File: config.mk
export PLATFORM = sky130hd
export DESIGN_NAME = source_lexer_tokenizer_core_flat
export DESIGN_NICKNAME = d
export VERILOG_FILES = /design/src/sv/slt_pkg.sv /design/src/sv/slt_req_if.sv /design/src/sv/slt_rsp_if.sv /design/src/sv/source_lexer_tokenizer_core.sv /design/src/flat_wrapper.sv
export SDC_FILE = /design/constraint.sdc
export NUM_CORES = 2
export LEC_CHECK = 0
export ABC_AREA = 1
export BUFFER_PORTS_ARGS = -buffer_cell sky130_fd_sc_hd__buf_2
export CAP_MARGIN = 20
export CORE_ASPECT_RATIO = 0.6
export CORE_MARGIN = 2
export CORE_UTILIZATION = 60
export CTS_CLUSTER_SIZE = 30
export DETAILED_ROUTE_END_ITERATION = 10
export GPL_TIMING_DRIVEN = 0
export MAX_ROUTING_LAYER = met4
export PLACE_DENSITY = 0.78
export RECOVER_POWER = 100
export SKIP_LAST_GASP = 1
export SLEW_MARGIN = 20
export SYNTH_ARGS = -nofsm -noshare
export SYNTH_HDL_FRONTEND = slang
export SYNTH_SLANG_ARGS = --single-unit
File: constraint.sdc
create_clock -name clock -period 7.5 [get_ports clock]
set_clock_uncertainty 0.05 [all_clocks]
set_input_delay 0 -clock clock [delete_from_list [all_inputs] [get_ports clock]]
set_output_delay 0 -clock clock [all_outputs]
set_load 0.1 [all_outputs]
File: src/sv/slt_pkg.sv
// Shared types, constants and helper functions of the source lexer tokenizer.
`timescale 1ns / 1ps

package slt_pkg;

   // Default sizes of the identifier prefix and of the number mantissa
   localparam int PREFIX_CHARS_DEF    = 8;
   localparam int MANTISSA_DIGITS_DEF = 18;

   // Fixed field widths of the channels
   localparam int BYTE_W   = 8;
   localparam int KIND_W   = 4;
   localparam int PREFIX_W = 64;
   localparam int MANT_W   = 60;
   localparam int LINE_W   = 32;
   localparam int COL_W    = 16;

   // Token kinds
   localparam logic [KIND_W-1:0] TOK_EOF    = 4'd0;
   localparam logic [KIND_W-1:0] TOK_FUN    = 4'd1;
   localparam logic [KIND_W-1:0] TOK_IDENT  = 4'd11;
   localparam logic [KIND_W-1:0] TOK_NUM    = 4'd12;
   localparam logic [KIND_W-1:0] TOK_CHAR   = 4'd13;

   // Keywords, packed first character in the lowest byte
   localparam int KW_COUNT = 10;
   localparam logic [47:0] KW_TEXT [KW_COUNT] = '{
      48'h0000_006e_7566,   // fun
      48'h6e72_6574_7865,   // extern
      48'h7463_7572_7473,   // struct
      48'h0000_0000_6669,   // if
      48'h0000_6e65_6874,   // then
      48'h0000_6573_6c65,   // else
      48'h0000_0072_6f66,   // for
      48'h0000_0000_6e69,   // in
      48'h0000_0074_6e69,   // int
      48'h656c_6275_6f64    // double
   };
   localparam logic [7:0] KW_LEN [KW_COUNT] = '{
      8'd3, 8'd6, 8'd6, 8'd2, 8'd4, 8'd4, 8'd3, 8'd2, 8'd3, 8'd6
   };

   // Special bytes
   localparam logic [BYTE_W-1:0] CH_DOT  = 8'h2e;
   localparam logic [BYTE_W-1:0] CH_HASH = 8'h23;
   localparam logic [BYTE_W-1:0] CH_LF   = 8'h0a;
   localparam logic [BYTE_W-1:0] CH_CR   = 8'h0d;
   localparam logic [BYTE_W-1:0] CH_SP   = 8'h20;

   // One result item as it waits in the result queue
   typedef struct packed {
      logic [KIND_W-1:0]   token_kind;
      logic [BYTE_W-1:0]   char_code;
      logic [PREFIX_W-1:0] ident_prefix;
      logic [7:0]          ident_length;
      logic [MANT_W-1:0]   mantissa;
      logic [7:0]          fraction_digits;
      logic                number_overflow;
      logic [LINE_W-1:0]   line_number;
      logic [COL_W-1:0]    column_number;
      logic                last;
   } slt_result_type;

   // Largest mantissa: 10^digits - 1
   function automatic logic [63:0] mant_max(input int digits);
      logic [63:0] m;
      m = 64'd1;
      for (int i = 0; i < digits; i++) begin
         m = m * 64'd10;
      end
      return m - 64'd1;
   endfunction

endpackage

File: src/sv/slt_req_if.sv
// Input channel of the source lexer tokenizer: one source byte or end mark.
`timescale 1ns / 1ps

interface slt_req_if;
   import slt_pkg::*;

   logic              valid;
   logic              ready;
   logic [BYTE_W-1:0] char_byte;
   logic              end_of_input;

   modport source (output valid, output char_byte, output end_of_input, input ready);
   modport sink   (input valid, input char_byte, input end_of_input, output ready);
endinterface

File: src/sv/slt_rsp_if.sv
// Result channel of the source lexer tokenizer: one token per transfer.
`timescale 1ns / 1ps

interface slt_rsp_if;
   import slt_pkg::*;

   logic                valid;
   logic                ready;
   logic [KIND_W-1:0]   token_kind;
   logic [BYTE_W-1:0]   char_code;
   logic [PREFIX_W-1:0] ident_prefix;
   logic [7:0]          ident_length;
   logic [MANT_W-1:0]   mantissa;
   logic [7:0]          fraction_digits;
   logic                number_overflow;
   logic [LINE_W-1:0]   line_number;
   logic [COL_W-1:0]    column_number;
   logic                last;

   modport source (
      output valid, output token_kind, output char_code, output ident_prefix,
      output ident_length, output mantissa, output fraction_digits,
      output number_overflow, output line_number, output column_number,
      output last, input ready
   );
   modport sink (
      input valid, input token_kind, input char_code, input ident_prefix,
      input ident_length, input mantissa, input fraction_digits,
      input number_overflow, input line_number, input column_number,
      input last, output ready
   );
endinterface

File: src/sv/source_lexer_tokenizer_core.sv
// Top level of the source lexer tokenizer: byte scanner, counters and result queue.
`timescale 1ns / 1ps

// Takes one source byte per cycle (or an end-of-input mark) and emits tokens:
// keywords, identifiers, numbers, single-character tokens and eof, each tagged
// with the line and column counters. A byte is scanned in the cycle of its
// transfer and its tokens land in a four-entry result queue that drives the
// result channel; the queue drains one token per cycle while its receiver is ready.
// Most bytes give zero or one token, so the block sustains one byte per cycle. A
// byte that ends a pending identifier or number and is itself a token (and the end
// mark after a pending token) gives two tokens; the input takes a byte only while
// at least two queue entries are free, so a long run of such bytes is held back
// by the single result port.
module source_lexer_tokenizer_core #(
   parameter int PREFIX_CHARS    = slt_pkg::PREFIX_CHARS_DEF,
   parameter int MANTISSA_DIGITS = slt_pkg::MANTISSA_DIGITS_DEF
) (
   input  logic         clock,
   input  logic         reset,
   slt_req_if.sink      req_if,
   slt_rsp_if.source    rsp_if
);
   import slt_pkg::*;

   localparam int          PFX_W     = 8 * PREFIX_CHARS;
   localparam logic [63:0] MANT_MAX  = mant_max(MANTISSA_DIGITS);
   localparam int          ACC_W     = $clog2(MANT_MAX + 64'd1);
   localparam int          SUM_W     = ACC_W + 4;
   localparam int          QDEPTH    = 4;
   localparam int          QCNT_W    = $clog2(QDEPTH + 1);

   // Scanner modes
   localparam logic [1:0] MODE_IDLE    = 2'd0;
   localparam logic [1:0] MODE_IDENT   = 2'd1;
   localparam logic [1:0] MODE_NUMBER  = 2'd2;
   localparam logic [1:0] MODE_COMMENT = 2'd3;

   // Scanner state
   logic [1:0]        mode_ff, mode_in;
   logic [PFX_W-1:0]  chars_ff, chars_in;
   logic [7:0]        count_ff, count_in;
   logic [ACC_W-1:0]  acc_ff, acc_in;
   logic [7:0]        frac_ff, frac_in;
   logic              dot_ff, dot_in;
   logic              sat_ff, sat_in;
   logic [LINE_W-1:0] line_ff, line_in;
   logic [COL_W-1:0]  col_ff, col_in;
   logic              started_ff, started_in;

   // Result queue
   slt_result_type    q_ff [QDEPTH];
   slt_result_type    q_in [QDEPTH];
   logic [QCNT_W-1:0] cnt_ff, cnt_in;

   logic              accept, pop;
   logic [BYTE_W-1:0] b;
   logic              is_sp, is_dig, is_alp;
   logic [3:0]        digit;
   logic [SUM_W-1:0]  sum;
   logic              add_sat;
   logic [COL_W-1:0]  col_s;
   logic              do_idle, flush_id, flush_num, tok_char, tok_eof;
   logic [KIND_W-1:0] ident_kind;
   logic [63:0]       acc_wide;
   slt_result_type    flush_res, second_res, r0, r1;
   logic [1:0]        n_res;
   logic [QCNT_W-1:0] base;

   assign accept = req_if.valid && req_if.ready;
   assign pop    = rsp_if.valid && rsp_if.ready;
   assign b      = req_if.char_byte;

   // Classify the byte
   assign is_sp  = (b == CH_SP) || (b >= 8'd9 && b <= 8'd13);
   assign is_dig = (b >= 8'h30) && (b <= 8'h39);
   assign is_alp = (b >= 8'h61 && b <= 8'h7a) || (b >= 8'h41 && b <= 8'h5a);
   assign digit  = 4'(b - 8'h30);

   // Accumulate one decimal digit, saturate above the mantissa limit
   assign sum     = SUM_W'(acc_ff) * SUM_W'(10) + SUM_W'(digit);
   assign add_sat = sum > SUM_W'(MANT_MAX);

   // Leading virtual space bumps the column on the first byte
   assign col_s = (!started_ff && col_ff != '1) ? col_ff + COL_W'(1) : col_ff;

   // Match the pending identifier against the keywords
   always_comb begin
      ident_kind = TOK_IDENT;
      for (int k = KW_COUNT - 1; k >= 0; k--) begin
         if (count_ff == KW_LEN[k] && PREFIX_W'(chars_ff) == PREFIX_W'(KW_TEXT[k])) begin
            ident_kind = TOK_FUN + KIND_W'(k);
         end
      end
   end

   assign acc_wide = 64'(acc_ff);

   // Scan one byte: next state and which tokens it yields
   always_comb begin
      mode_in    = mode_ff;
      chars_in   = chars_ff;
      count_in   = count_ff;
      acc_in     = acc_ff;
      frac_in    = frac_ff;
      dot_in     = dot_ff;
      sat_in     = sat_ff;
      line_in    = line_ff;
      col_in     = col_s;
      started_in = 1'b1;
      do_idle    = 1'b0;
      flush_id   = 1'b0;
      flush_num  = 1'b0;
      tok_char   = 1'b0;
      tok_eof    = 1'b0;

      if (req_if.end_of_input) begin
         flush_id  = (mode_ff == MODE_IDENT);
         flush_num = (mode_ff == MODE_NUMBER);
         mode_in   = MODE_IDLE;
         tok_eof   = 1'b1;
      end else begin
         unique case (mode_ff)
            MODE_IDENT: begin
               if (is_alp || is_dig) begin
                  for (int i = 0; i < PREFIX_CHARS; i++) begin
                     if (count_ff == 8'(i)) chars_in[8*i +: 8] = b;
                  end
                  if (count_ff != 8'hff) count_in = count_ff + 8'd1;
                  if (col_s != '1) col_in = col_s + COL_W'(1);
               end else begin
                  flush_id = 1'b1;
                  do_idle  = 1'b1;
               end
            end
            MODE_NUMBER: begin
               if (is_dig) begin
                  acc_in = add_sat ? ACC_W'(MANT_MAX) : ACC_W'(sum);
                  if (add_sat) sat_in = 1'b1;
                  if (dot_ff && frac_ff != 8'hff) frac_in = frac_ff + 8'd1;
               end else if (b == CH_DOT && !dot_ff) begin
                  dot_in = 1'b1;
               end else begin
                  flush_num = 1'b1;
                  do_idle   = 1'b1;
               end
            end
            MODE_COMMENT: begin
               if (b == CH_LF || b == CH_CR) do_idle = 1'b1;
            end
            default: begin
               do_idle = 1'b1;
            end
         endcase

         // Byte seen between tokens
         if (do_idle) begin
            mode_in = MODE_IDLE;
            priority if (is_sp) begin
               if (b == CH_LF) begin
                  if (line_ff != '1) line_in = line_ff + LINE_W'(1);
                  col_in = COL_W'(1);
               end else if (col_s != '1) begin
                  col_in = col_s + COL_W'(1);
               end
            end else if (is_alp) begin
               mode_in  = MODE_IDENT;
               chars_in = PFX_W'(b);
               count_in = 8'd1;
            end else if (is_dig) begin
               mode_in = MODE_NUMBER;
               acc_in  = ACC_W'(digit);
               frac_in = 8'd0;
               dot_in  = 1'b0;
               sat_in  = 1'b0;
            end else if (b == CH_HASH) begin
               mode_in = MODE_COMMENT;
            end else begin
               tok_char = 1'b1;
            end
         end
      end
   end

   // Build the finished token and the token formed by this byte
   always_comb begin
      flush_res                 = '0;
      flush_res.line_number     = line_ff;
      flush_res.column_number   = col_s;
      if (flush_id) begin
         flush_res.token_kind   = ident_kind;
         flush_res.ident_prefix = PREFIX_W'(chars_ff);
         flush_res.ident_length = count_ff;
      end else begin
         flush_res.token_kind      = TOK_NUM;
         flush_res.mantissa        = acc_wide[MANT_W-1:0];
         flush_res.fraction_digits = frac_ff;
         flush_res.number_overflow = sat_ff;
      end

      second_res               = '0;
      second_res.line_number   = line_ff;
      second_res.column_number = col_s;
      second_res.last          = 1'b1;
      if (tok_char) begin
         second_res.token_kind = TOK_CHAR;
         second_res.char_code  = b;
      end else begin
         second_res.token_kind = TOK_EOF;
      end

      n_res = 2'(flush_id || flush_num) + 2'(tok_char || tok_eof);
      if (flush_id || flush_num) begin
         r0      = flush_res;
         r0.last = !(tok_char || tok_eof);
      end else begin
         r0 = second_res;
      end
      r1 = second_res;
   end

   // Advance the result queue: drop the head on transfer, append new tokens
   always_comb begin
      base = cnt_ff - QCNT_W'(pop);
      for (int i = 0; i < QDEPTH; i++) begin
         if (pop && i < QDEPTH - 1) q_in[i] = q_ff[(i + 1) % QDEPTH];
         else q_in[i] = q_ff[i];
         if (accept && n_res != 2'd0 && QCNT_W'(i) == base) q_in[i] = r0;
         if (accept && n_res == 2'd2 && QCNT_W'(i) == base + QCNT_W'(1)) q_in[i] = r1;
      end
      cnt_in = base + (accept ? QCNT_W'(n_res) : QCNT_W'(0));
   end

   // Control and scanner registers
   always_ff @(posedge clock) begin
      if (reset) begin
         mode_ff    <= MODE_IDLE;
         chars_ff   <= '0;
         count_ff   <= '0;
         acc_ff     <= '0;
         frac_ff    <= '0;
         dot_ff     <= 1'b0;
         sat_ff     <= 1'b0;
         line_ff    <= LINE_W'(1);
         col_ff     <= '0;
         started_ff <= 1'b0;
         cnt_ff     <= '0;
      end else begin
         if (accept) begin
            mode_ff    <= mode_in;
            chars_ff   <= chars_in;
            count_ff   <= count_in;
            acc_ff     <= acc_in;
            frac_ff    <= frac_in;
            dot_ff     <= dot_in;
            sat_ff     <= sat_in;
            line_ff    <= line_in;
            col_ff     <= col_in;
            started_ff <= started_in;
         end
         cnt_ff <= cnt_in;
      end
   end

   // Queue payload holds no reset
   always_ff @(posedge clock) begin
      for (int i = 0; i < QDEPTH; i++) begin
         q_ff[i] <= q_in[i];
      end
   end

   // Drive the channels
   assign req_if.ready           = cnt_ff <= QCNT_W'(QDEPTH - 2);
   assign rsp_if.valid           = cnt_ff != '0;
   assign rsp_if.token_kind      = q_ff[0].token_kind;
   assign rsp_if.char_code       = q_ff[0].char_code;
   assign rsp_if.ident_prefix    = q_ff[0].ident_prefix;
   assign rsp_if.ident_length    = q_ff[0].ident_length;
   assign rsp_if.mantissa        = q_ff[0].mantissa;
   assign rsp_if.fraction_digits = q_ff[0].fraction_digits;
   assign rsp_if.number_overflow = q_ff[0].number_overflow;
   assign rsp_if.line_number     = q_ff[0].line_number;
   assign rsp_if.column_number   = q_ff[0].column_number;
   assign rsp_if.last            = q_ff[0].last;

   // Queue never overfills
   a_cnt_bound: assert property (@(posedge clock) disable iff (reset)
      cnt_ff <= QCNT_W'(QDEPTH))
      else $error("result queue count beyond depth");

   // End mark always leaves the scanner idle
   a_eoi_idle: assert property (@(posedge clock) disable iff (reset)
      accept && req_if.end_of_input |=> mode_ff == MODE_IDLE)
      else $error("scanner not idle after end of input");

   // A byte that yields tokens makes a result visible next cycle
   a_rsp_follows: assert property (@(posedge clock) disable iff (reset)
      accept && n_res != 2'd0 |=> rsp_if.valid)
      else $error("token lost after transfer");

   // Line counter starts at one and never wraps to zero
   a_line_nonzero: assert property (@(posedge clock) disable iff (reset)
      line_ff != '0)
      else $error("line counter reached zero");

endmodule
File: src/flat_wrapper.sv
// flat-port wrapper written by rule: the top's interface ports become plain ports
module source_lexer_tokenizer_core_flat import slt_pkg::*;
#(
   parameter int PREFIX_CHARS    = slt_pkg::PREFIX_CHARS_DEF,
   parameter int MANTISSA_DIGITS = slt_pkg::MANTISSA_DIGITS_DEF
)
  (clock, reset, req_if_valid, req_if_char_byte, req_if_end_of_input, req_if_ready, rsp_if_valid, rsp_if_token_kind, rsp_if_char_code, rsp_if_ident_prefix, rsp_if_ident_length, rsp_if_mantissa, rsp_if_fraction_digits, rsp_if_number_overflow, rsp_if_line_number, rsp_if_column_number, rsp_if_last, rsp_if_ready);
  slt_req_if req_if_i ();
  slt_rsp_if rsp_if_i ();
  input  logic clock;
  input  logic reset;
  input wire logic [$bits(req_if_i.valid)-1:0] req_if_valid;
  input wire logic [$bits(req_if_i.char_byte)-1:0] req_if_char_byte;
  input wire logic [$bits(req_if_i.end_of_input)-1:0] req_if_end_of_input;
  output wire logic [$bits(req_if_i.ready)-1:0] req_if_ready;
  output wire logic [$bits(rsp_if_i.valid)-1:0] rsp_if_valid;
  output wire logic [$bits(rsp_if_i.token_kind)-1:0] rsp_if_token_kind;
  output wire logic [$bits(rsp_if_i.char_code)-1:0] rsp_if_char_code;
  output wire logic [$bits(rsp_if_i.ident_prefix)-1:0] rsp_if_ident_prefix;
  output wire logic [$bits(rsp_if_i.ident_length)-1:0] rsp_if_ident_length;
  output wire logic [$bits(rsp_if_i.mantissa)-1:0] rsp_if_mantissa;
  output wire logic [$bits(rsp_if_i.fraction_digits)-1:0] rsp_if_fraction_digits;
  output wire logic [$bits(rsp_if_i.number_overflow)-1:0] rsp_if_number_overflow;
  output wire logic [$bits(rsp_if_i.line_number)-1:0] rsp_if_line_number;
  output wire logic [$bits(rsp_if_i.column_number)-1:0] rsp_if_column_number;
  output wire logic [$bits(rsp_if_i.last)-1:0] rsp_if_last;
  input wire logic [$bits(rsp_if_i.ready)-1:0] rsp_if_ready;
  assign req_if_i.valid = req_if_valid;
  assign req_if_i.char_byte = req_if_char_byte;
  assign req_if_i.end_of_input = req_if_end_of_input;
  assign req_if_ready = req_if_i.ready;
  assign rsp_if_valid = rsp_if_i.valid;
  assign rsp_if_token_kind = rsp_if_i.token_kind;
  assign rsp_if_char_code = rsp_if_i.char_code;
  assign rsp_if_ident_prefix = rsp_if_i.ident_prefix;
  assign rsp_if_ident_length = rsp_if_i.ident_length;
  assign rsp_if_mantissa = rsp_if_i.mantissa;
  assign rsp_if_fraction_digits = rsp_if_i.fraction_digits;
  assign rsp_if_number_overflow = rsp_if_i.number_overflow;
  assign rsp_if_line_number = rsp_if_i.line_number;
  assign rsp_if_column_number = rsp_if_i.column_number;
  assign rsp_if_last = rsp_if_i.last;
  assign rsp_if_i.ready = rsp_if_ready;
  source_lexer_tokenizer_core #(.PREFIX_CHARS(PREFIX_CHARS), .MANTISSA_DIGITS(MANTISSA_DIGITS)) u_core (.clock(clock), .reset(reset), .req_if(req_if_i), .rsp_if(rsp_if_i));
endmodule
==> flow_metrics.tcl <==
set metrics [dict create \
    run_status "finished, violations left" \
    violations_in_the_final_reports "max-capacitance violations, max-slew violations, negative setup slack" \
    synthFlopType "sky130_fd_sc_hd__dfxtp_1" \
    async_flop_share_pct 0 \
    cts_buffer_depth 3 \
    cts_setup_buffers 0 \
    critPathKind "input pin to flip-flop" \
    grt-ovfl-total 0 \
    layout_commonest_cell "sky130_fd_sc_hd__nand2_1" \
    initial_utilization_pct 60.9 \
    flow.area_growth_from_synthesis_pct 10.4 \
    critPathCaptureType "flip-flop" \
    synth-seq-area-share_pct 41.8 \
    drc 0 \
    fin_hold_ws_ps 237 \
    die_area_mm2 0.0920 \
    period_minus_slack_ps 7570 \
    vias 56600 \
    ys_warn_count 0 \
    timing_hold_violations_final 0 \
    clock_insertion_delay_worst_skew_ps 720 \
    clk_pin_slew_ps 70 \
    final_cell_mix "sky130_fd_sc_hd__nand2_1 (2550), sky130_fd_sc_hd__dfxtp_1 (768), sky130_fd_sc_hd__a21oi_1 (670), sky130_fd_sc_hd__inv_1 (605), sky130_fd_sc_hd__clkbuf_1 (598)" \
    syn-mean-instance-area_um2 7.11 \
    detail_route.wirelength_mm 201 \
    synth-edff-count 236 \
    root_cell_of_the_clock_tree "sky130_fd_sc_hd__clkbuf_16" \
    grt_first_pass_wirelength_mm 300 \
    timing.max_cap.violations 3 \
    initial_antenna_violation_count 5 \
    finish.utilization_pct 67.3 \
    fmax_ghz 0.132 \
    dr.max_layer_used "met4" \
    cts_buf_count 90 \
    drive_above_1_share_pct 4.49 \
    initialDrtViolationCount 9146 \
    cts-htree-levels 3 \
    yosys_register_bits 1004 \
    worstHoldPathType "input pin to flip-flop" \
    critical_path.max_fanout 48 \
    fin_crit_sh_pct 101 \
    core.rowCount 84 \
    pre_cts_ws_ps 406 \
    slew_headroom_pct -2.52 \
    detail_route.wirelength.met1_mm 88.7 \
    coreArea_mm2 0.0882 \
    nets 8033 \
    cellPowerDensity_mw_per_mm2 396 \
    regArea_mm2 0.0225 \
    setup_slack_ps -71.5 \
    irDropWorstVdd_mv 0.547 \
    critical_path_start_type "input pin" \
    final_area_mm2 0.0593 \
    finalMaxSlewViolations 69 \
    tritoncts "built" \
    setup_repair_after_global_routing_missed_its_margin "false" \
    p_leak_nw 22.8 \
    floorplan.die.width_um 390 \
    setup_viol 88 \
    cp_data_arrival_time_ps 7930 \
    crit-reg2reg-launch "u_core.acc_ff[43]$_SDFFE_PP0P_" \
    n_fill_cell 7542 \
    die-height_um 236 \
    hold_path_startpoint "req_if_char_byte[3]" \
    synth.net_count 7708 \
    wl_met2_mm 73.4 \
    gr-usage-all-layers_pct 43.5 \
    cts.repair.resized 0 \
    dp_hpwl_mm 155 \
    actual_slew_at_the_worst_max_slew_pin_ps 1540 \
    globalplace.congestion 1.05 \
    floorplan.io_pins 217 \
    wl_per_cell_um 22.0 \
    required_ps 7860 \
    grt_max_degree 58 \
    detail_route.first_pass.iterations 9 \
    placement.io_buffers 214 \
    fin_total_pwr_mw 23.5 \
    crit_start "req_if_char_byte[4]" \
    multi_input_comb_area_mm2 0.0272 \
    route.met3.wl_mm 34.2 \
    drt-vias-per-instance 6.20 \
    final_antenna_net_count 0 \
    synth_cells 7559 \
    clock_sink_count 1004 \
    postPlaceCellArea_mm2 0.0564 \
    synth.cell_area_mm2 0.0537 \
    post_synth_num_cell_types 59 \
    first_global_vias 49200 \
]
==> cell type report <==
type                            count  area share, %
Antenna cell                       10         0.0422
Clock inverter                     45           1.11
Clock buffer                      121           4.27
Timing Repair Buffer              233           1.68
Buffer                            419           2.69
Tap cell                         1161           2.45
Inverter                          646           4.09
Sequential cell                  1004           37.9
Multi-Input combinational cell   5490           45.8
==> flip-flops by register name, indices dropped and copies added (netlist names), 3 cells and up <==
name             cells
u_core.count_ff      8
u_core.acc_ff       60
u_core.frac_ff       8
u_core.q_ff        808
u_core.line_ff      32
u_core.chars_ff     64
u_core.col_ff       16
u_core.cnt_ff        3
==> worst max-delay path: stages <==
cell and delay [ps]:
sky130_fd_sc_hd__dlygate4sd3_1 550, sky130_fd_sc_hd__clkbuf_1 700, sky130_fd_sc_hd__inv_1 150, sky130_fd_sc_hd__clkbuf_1 330, sky130_fd_sc_hd__nor3_1 280, sky130_fd_sc_hd__inv_1 80, sky130_fd_sc_hd__nor2_1 320, sky130_fd_sc_hd__inv_1 250
sky130_fd_sc_hd__nand2_1 280, sky130_fd_sc_hd__nand2_1 90, sky130_fd_sc_hd__a21oi_1 320, sky130_fd_sc_hd__nor2_1 70, sky130_fd_sc_hd__inv_1 140, sky130_fd_sc_hd__nor2_1 70, sky130_fd_sc_hd__clkbuf_1 320, sky130_fd_sc_hd__nand3_1 240
sky130_fd_sc_hd__nand2_1 100, sky130_fd_sc_hd__inv_1 100, sky130_fd_sc_hd__ha_1 140, sky130_fd_sc_hd__nor2_1 50, sky130_fd_sc_hd__nand2_1 110, sky130_fd_sc_hd__nor2_1 210, sky130_fd_sc_hd__nor2_2 820, sky130_fd_sc_hd__clkbuf_1 500
sky130_fd_sc_hd__clkbuf_2 500, sky130_fd_sc_hd__clkbuf_1 530, sky130_fd_sc_hd__nand2_4 260, sky130_fd_sc_hd__buf_6 310
==> per-stage QoR <==
step                setup TNS (ps)  instances
global placement           -211680       8934
CTS                              0       9118
floorplan                        0       7559
global route                     0       9122
finish                       -3650       9129
detailed placement               0       8941
==> cell families (layout without fill, tap and decap cells) <==
family	Yosys count	after routing	synth area share [%]
mux	2	2	0.0396
buf+inv	1065	1464	7.53
xor+xnor	50	50	0.815
other cells	0	10	0
compound gates	1766	1766	19.4
flops	1004	1004	41.8
fa+ha+maj	136	136	3.21
simple gates	3536	3536	27.2
==> timing repair <==
action	in CTS	in global routing
endpoints found under the setup margin	0	0
endpoints found under the hold margin	74	0
hold buffers	11	0
==> layer usage <==
metal  vias up  global-route usage (%)
met5         -                       -
met4         0                    9.93
met3       410                    15.5
met2      4001                    53.4
met1     26300                    66.1
li1      25800                       -
==> where the power goes <==
part | leakage (nW) | switching (mW) | internal (mW) | total, mW
clock network | 1.56 | 2.22 | 2.85 | 5.07
logic | 12.7 | 8.23 | 2.08 | 10.3
registers | 8.50 | 0.811 | 7.30 | 8.11
==> cell usage after synthesis (35+ instances only) <==
cell type                     n  area (um2)
sky130_fd_sc_hd__inv_1      600        2250
sky130_fd_sc_hd__xor2_1      42         368
sky130_fd_sc_hd__nor3_1      68         340
sky130_fd_sc_hd__ha_1       133        1660
sky130_fd_sc_hd__edfxtp_1   236        7090
sky130_fd_sc_hd__o211ai_1   504        3780
sky130_fd_sc_hd__nor2_2      35         219
sky130_fd_sc_hd__dfxtp_1    768       15400
sky130_fd_sc_hd__nor2_1     408        1530
sky130_fd_sc_hd__nand3_1    230        1150
sky130_fd_sc_hd__buf_1       39         146
sky130_fd_sc_hd__clkbuf_1   367        1380
sky130_fd_sc_hd__o21ai_0    495        2480
sky130_fd_sc_hd__nand4_1     94         588
sky130_fd_sc_hd__nand2_1   2551        9580
sky130_fd_sc_hd__a21oi_1    670        3350
sky130_fd_sc_hd__nand2_2     44         275
==> worst paths after layout <==
path,end,slack [ps],cells past startpoint
min,u_core.acc_ff[4]$_SDFFE_PP0P_,240,8
max,u_core.q_ff[1][44]$_DFFE_PP_,-70,28
min reg2reg,u_core.q_ff[3][93]$_SDFFE_PP0P_,410,2
max reg2reg,u_core.acc_ff[56]$_SDFFE_PP0P_,330,27
Power figures use the tool's default switching activity.
